### src/sv/crs_pkg.sv
// Shared constants and types for the closed Catmull-Rom sampler.
package crs_pkg;

  localparam int MAX_POINTS = 64;
  localparam int ADDR_W     = $clog2(MAX_POINTS);
  localparam int CNT_W      = $clog2(MAX_POINTS + 1);
  localparam int MARGIN     = 8;

  // Divider operand widths: dividend is the pre-scaled sample, divisor is steps cubed.
  localparam int DIV_W = 40;
  localparam int DEN_W = 18;

  typedef enum logic [1:0] {
    OP_CLEAR  = 2'd0,
    OP_APPEND = 2'd1,
    OP_EMIT   = 2'd2
  } op_e;

  typedef enum logic [1:0] {
    CFG_WIDTH  = 2'd0,
    CFG_HEIGHT = 2'd1,
    CFG_STEPS  = 2'd2
  } cfg_idx_e;

  typedef enum logic [2:0] {
    ST_IDLE,
    ST_FETCH,
    ST_H1,
    ST_H2,
    ST_H3,
    ST_SCALE,
    ST_DIV_GO,
    ST_DIV_WAIT
  } st_e;

  typedef struct packed {
    logic start;
    logic done;
  } div_ctl_t;

endpackage

### src/sv/crs_div.sv
// Iterative floor divider: signed dividend by positive divisor, one bit per cycle.
module crs_div
  import crs_pkg::*;
(
  input  logic                     clk_i,
  input  logic                     rst_ni,
  input  logic                     start_i,
  input  logic signed [DIV_W-1:0]  dividend_i,
  input  logic        [DEN_W-1:0]  divisor_i,
  output logic                     done_o,
  output logic signed [DIV_W:0]    quotient_o
);

  localparam int ITER_W = $clog2(DIV_W + 1);

  logic              run_q;
  logic              done_q;
  logic [ITER_W-1:0] iter_q;
  logic              neg_q;
  logic [DIV_W-1:0]  quo_q;
  logic [DEN_W-1:0]  rem_q;
  logic [DEN_W-1:0]  den_q;
  logic [DEN_W:0]    trial;
  logic              fits;
  logic [DIV_W:0]    mag_up;

  assign trial = {rem_q, quo_q[DIV_W-1]};
  assign fits  = trial >= {1'b0, den_q};

  always_ff @(posedge clk_i or negedge rst_ni) begin
    if (!rst_ni) begin
      run_q  <= 1'b0;
      done_q <= 1'b0;
      iter_q <= '0;
    end else begin
      done_q <= 1'b0;
      if (start_i) begin
        run_q  <= 1'b1;
        iter_q <= ITER_W'(DIV_W);
      end else if (run_q) begin
        iter_q <= iter_q - 1'b1;
        if (iter_q == ITER_W'(1)) begin
          run_q  <= 1'b0;
          done_q <= 1'b1;
        end
      end
    end
  end

  always_ff @(posedge clk_i) begin
    if (start_i) begin
      neg_q <= dividend_i[DIV_W-1];
      quo_q <= dividend_i[DIV_W-1] ? DIV_W'(-dividend_i) : DIV_W'(dividend_i);
      rem_q <= '0;
      den_q <= divisor_i;
    end else if (run_q) begin
      rem_q <= fits ? DEN_W'(trial - {1'b0, den_q}) : trial[DEN_W-1:0];
      quo_q <= {quo_q[DIV_W-2:0], fits};
    end
  end

  // Negative dividends round toward minus infinity.
  assign mag_up     = {1'b0, quo_q} + (DIV_W+1)'(rem_q != '0);
  assign quotient_o = neg_q ? -$signed(mag_up) : $signed({1'b0, quo_q});
  assign done_o     = done_q;

endmodule
### config.mk
export PLATFORM = sky130hd
export DESIGN_NAME = crs_div
export DESIGN_NICKNAME = d
export VERILOG_FILES = /design/src/sv/crs_pkg.sv /design/src/sv/crs_div.sv
export SDC_FILE = /design/constraint.sdc
export NUM_CORES = 1
export LEC_CHECK = 0
export BUFFER_PORTS_ARGS = -buffer_cell sky130_fd_sc_hd__buf_2
export CAP_MARGIN = 20
export CORE_MARGIN = 10
export CORE_UTILIZATION = 60
export DETAILED_ROUTE_END_ITERATION = 8
export HOLD_SLACK_MARGIN = 0.15
export PLACE_DENSITY = 0.82
export SLEW_MARGIN = 10
export SYNTH_ARGS = -nofsm -noshare
export SYNTH_HDL_FRONTEND = slang
export SYNTH_SLANG_ARGS = --single-unit
### constraint.sdc
create_clock -name clk_i -period 6.15 [get_ports clk_i]
set_input_delay 1.845 -clock clk_i [delete_from_list [all_inputs] [get_ports clk_i]]
set_output_delay 1.845 -clock clk_i [all_outputs]
set_load 0.02 [all_outputs]
=== Yosys cells after proc, flatten, opt, wreduce, memory -nomap -nowiden ===
Index checks and enable logic that the tools add are counted.

* Word-level logic and storage cells: 29
* Output and inout port bits: 42
* Input bits: 61
* Register bits after elaboration: 85

* Muxes and demuxes: 13
* Add/subtract/negate cells: 5
* Eq/ne operators: 1
* Reduce and logical (&&, ||, !) cells: 2
* Order comparisons: 1

{| class="wikitable"
|+ Operators with widths
! kind !! count
|-
| 2-to-1 mux 40 bit || 3
|-
| adder 40 x 1 -> 41 bit || 1
|-
| 2-to-1 mux 41 bit || 1
|-
| negator 41 bit || 1
|-
| negator 40 bit || 1
|-
| greater-or-equal comparator 19 x 18 -> 1 bit || 1
|-
| 2-to-1 mux 18 bit || 1
|-
| nonzero test 18 bit || 1
|-
| subtractor 18 bit || 1
|-
| 2-to-1 mux 6 bit || 2
|-
| == test 6 x 1 -> 1 bit (second input constant) || 1
|-
| 2-to-1 mux 1 bit || 6
|-
| subtractor 6 x 1 -> 6 bit (second input constant) || 1
|-
| nonzero test 2 bit || 1
|}

=== Logic depth before layout (Yosys ltp) ===
* Depth in word-level cells: 4
* Mapped depth: 15
* Gate-level depth less buffers: 15

=== Worst setup path after synthesis ===
Ideal clock, no wire load.

* Path kind: register -> output
* Start point: reg rem_q[1]
* End point: out quotient_o[37]
* Arrival: 4051 ps
* Path slack: 254 ps
* Cell stages (with the launch flop): 15
* Data required time: 4305 ps
* Cell sequence: dfxtp_1 or4_1 nor4_1 ha_1 ha_1 inv_1 ha_1 o21bai_1 a221oi_1 nor4bb_1 o21ai_0 nor2b_1 a2111oi_1 nor2_1 o311ai_0

* Cells in the longest elaborated chain, start to end: 4

{| class="wikitable"
|+ RTL lines
! element !! line !! RTL
|-
| start: declaration || crs_div.sv:21 || <nowiki>logic [DEN_W-1:0] rem_q;</nowiki>
|-
| start signal: assignment || crs_div.sv:57 || <nowiki>rem_q <= fits ? DEN_W'(trial - {1'b0, den_q}) : trial[DEN_W-1:0];</nowiki>
|-
| nonzero test 18 bit || crs_div.sv:63 || <nowiki>assign mag_up = {1'b0, quo_q} + (DIV_W+1)'(rem_q != '0);</nowiki>
|-
| adder 40 x 1 -> 41 bit || crs_div.sv:63 ||
|-
| negator 41 bit || crs_div.sv:64 || <nowiki>assign quotient_o = neg_q ? -$signed(mag_up) : $signed({1'b0, quo_q});</nowiki>
|-
| 2-to-1 mux 41 bit || crs_div.sv:64 ||
|-
| end: declaration || crs_div.sv:11 || <nowiki>output logic signed [DIV_W:0] quotient_o</nowiki>
|}

No other way between the ends.

=== Worst setup path in the final report ===
* Start point: reg rem_q[1]
* End point: out quotient_o[35]

The elaborated chain is that of the path after synthesis.

==> summary.txt <==
GRT
  – Antenna violations before repair: 1
  – Total GRT Usage: 22.0%
  – Number of global-route vias before repair: ~7000
  – First-pass GRT wire length: 33.4 mm
  – Total grt overflow: 0
  – Largest net degree at the start of global routing: 74

Layout
  – Share of layout cells above drive strength 1: 14.5%
  – Area of the multi-input gates: 5090 µm²
  – Layout Nets: approximately 1200
  – Register area: between 2000 and 2500 µm²
  – Fillers: approximately 1100
  – P&R area growth vs syn: 12.6%

Setup path
  – Worst-path maximum fanout: 4
  – CP startpoint kind: register
  – Most frequent CP cell: ha_2
  – CP endpoint kind: output port
  – CP top delay family: simple AND/OR/NAND/NOR gates
  – CP max stage cell: or4_4
  – Worst path arrival time: 4.19 ns
  – Max incr delay on CP: 0.55 ns
  – Critical setup path kind: reg -> out
  – CP Buf/Inv Count: 4
  – CP cell instances: or4_4 > nor4_4 > ha_2 > ha_2 > inv_1 > ha_2 > o21bai_1 > a221oi_2 > nor4bb_1 > buf_4 > o21ai_0 > nor2b_4 > a2111oi_4 > buf_4 > nor3_1 > o31ai_1 > buf_2
  – WP data required: about 4.3 ns

Power
  – Worst IR drop on VDD: ~0.47 mV
  – Overall power: 2.93 mW
  – Comb pwr share: 55.6%
  – Power per Cell Area: 333 nW/µm²
  – Leakage power total: 3.96 nW
  – Cell-internal power: between 1.5 and 2 mW
  – P_sw: 1.29 mW
  – Power share of the clock group: 17.2%
  – Seq pwr share: 27.2%
  – Sw Share: 44.1%

STA
  – Slew Limit Fails: 0
  – Final Hold Viols: 0
  – Setup TNS: 0 ns
  – Worst slew pin tran: between 1 and 1.5 ns
  – Setup violations, final: 0
  – Slew headroom: 28.5%
  – Fin crit share: 98.2%
  – Minimum clock period: 6.04 ns
  – Skew final: 0.00875 ns
  – Max frequency: 166 MHz
  – Final hold slack: 0.506 ns

Floorplanning
  – Row Count: 41
  – Starting Density: 61.6%
  – DIE HEIGHT: 134 µm
  – Die Wd: 134 µm
  – Core area: 12700 µm²
  – Die Area: around 18000 µm²
  – IO Count: 103

Placed design
  – Post-DP HPWL: 15.5 mm
  – GP Congestion: 0.941
  – Port Buffer Count: 102

Clocking
  – Clk slew on worst S/H paths: 0.06 ns
  – Max clock buf depth: 2
  – Clock latency on the worst-skew pair: 0.34 ns
  – CTS buffer count: 9
  – CTS tree: yes
  – Htree depth: 3
  – CTS Root Cell: clkbuf_16
  – Cts hold-fix bufs: 0
  – CTS Sinks: 85

Detailed routing
  – Post-route ant nets: 0
  – Starting DRT DRC Count: 680
  – Routed via count: 7307
  – Routed Wire Length: between 20 and 25 mm
  – Via-to-Cell Ratio: 6.01
  – Wire per inst: 16.8 µm
  – First-pass detailed-route iteration total: 6
  – DRC errors left: 0

Logic synthesis
  – Mapped Area: approximately 7800 µm²
  – Synth Warn #: 0
  – Count leader, synth: a21oi_1
  – Synth top cells by count: 111 x a21oi_1, 90 x nor2_1, 77 x inv_1, 73 x nand2_1, 67 x o21ai_0
  – Post-Syn Area per Cell: around 8.1 µm²
  – Yosys top cell area share: 22.7%
  – FFs w/ async S/R, synth: around a tenth
  – Post-synth top area cell: edfxtp_1
  – Distinct cell type count after synthesis: 70
  – Post-synth EDFFs: slightly below 60
  – Syn Nets: 1086
  – Post-Syn Instances: 961
  – Seq/Total Area, Yosys: 29.9%
  – #FFs+latches synth: 85
  – Top_reg_cell synth: edfxtp_1
  – Largest cells by area after synthesis: edfxtp_1 23%, ha_1 10%, a21oi_1 7.1%

Min path
  – HP Class: reg -> reg

Flow run
  – Max Cap Viol: 0

Run status
  – Outcome: complete, no violations
[sequential cells by signal, indices dropped and copies added (netlist names)]
register  flops
run_q         1
den_q        18
rem_q        18
iter_q        6
quo_q        40
done_o        1
neg_q         1
[power groups by stage]
stage | registers (mW) | logic (mW) | clock network (mW)
after detailed placement | 0.796 | 1.53 | 0
after CTS | 0.787 | 1.58 | 0.507
after floorplan | 0.771 | 1.16 | 0
after global routing | 0.806 | 1.81 | 0.531
final | 0.796 | 1.63 | 0.504
after global placement | 0.790 | 1.52 | 0
[worst min-delay path, delay by kind of cell, from the launching register on]
family | cells | cell delay (ns)
DFF | 1 | 0.34
and+or+nand+nor | 1 | 0.06
AOI/OAI and AO/OA | 1 | 0.06
[layout by cell type (no fill, tap or decap), drive strengths merged, types with 4 or more instances in the layout]
cell type / netlist / final
inv: 77 / 81
xor2: 55 / 55
and3: 7 / 7
edfxtp: 59 / 59
ha: 63 / 63
nor3: 15 / 15
a21o: 18 / 18
nor4: 9 / 9
o21ai: 68 / 68
buf: 8 / 111
nand4: 18 / 18
or4: 9 / 9
nand2b: 13 / 13
nand3: 15 / 15
o21bai: 7 / 7
or2: 4 / 4
mux2i: 19 / 19
a211oi: 17 / 17
dfrtp: 8 / 8
a21oi: 111 / 111
o41ai: 9 / 9
a2111oi: 4 / 4
o31ai: 17 / 17
a211o: 4 / 4
nor2b: 8 / 8
nand2: 73 / 73
dfxtp: 18 / 18
a31oi: 10 / 10
xnor2: 27 / 27
nor2: 90 / 90
o21a: 4 / 4
o211ai: 5 / 5
clkbuf: 38 / 11
[layer usage]
metal  GRT usage, %  wire length (µm)  part of all wire (%)
met1           30.0              9430                    46
met5              0                 0                     0
met2           34.8              9420                    46
met4           8.10               460                   2.3
met3           2.99              1060                   5.2
[cells by family (layout without fill, tap and decap cells)]
logic type,count (synthesis),count (layout),synth area share [%]
multiplexers,19,19,2.44
AO/OA/AOI/OAI,304,304,24.3
XOR/XNOR,82,82,9.21
buffers and inverters,124,205,5.97
adder cells (fa/ha/maj),64,64,10.4
other,0,1,0
AND/OR/NAND/NOR,283,283,17.8
flip-flops,85,85,29.9
[cell type report]
cell class	instances	area share, %
clock inverters	5	0.370
well taps	172	2.45
repair buffers	111	6.61
diodes	1	0.0285
flip-flops and latches	85	26.6
clock buffers	11	2.65
inverters	78	3.33
multi-input cells	752	58.0
[final timing paths]
| kind | startpoint | to | slack [ns] | depth (start not counted) |
|---|---|---|---|---|
| worst max-delay path | rem_q[1] | quotient_o[35] | 0.11 | 17 |
| worst min-delay path | rem_q[2] | rem_q[2] | 0.51 | 2 |
| worst max register to register | den_q[1] | rem_q[10] | 2.79 | 9 |
| worst min register to register | rem_q[2] | rem_q[2] | 0.51 | 2 |
| max in group asynchronous | rst_ni | iter_q[1] | 4.66 | 1 |
| min in group asynchronous | rst_ni | iter_q[4] | 1.33 | 1 |
[per-stage QoR]
step	worst slack [ns]	instance area (µm²)	instances	utilization, %
floorplan	0.254	7800	961	-
CTS	0.00659	8700	1212	68.7
global route	-0.0584	8780	1215	69.3
global placement	0.181	8400	1195	66.3
finish	0.111	8780	1215	69.3
detailed placement	0.159	8400	1195	66.3
[timing repair]
action,in CTS,in global routing
endpoints found under the hold margin,0,0
setup buffers,1,2
resized for setup,4,14
pin swaps,2,9
setup endpoints to repair,3,9
cloned,0,0
(Power assumes the default switching activity.)
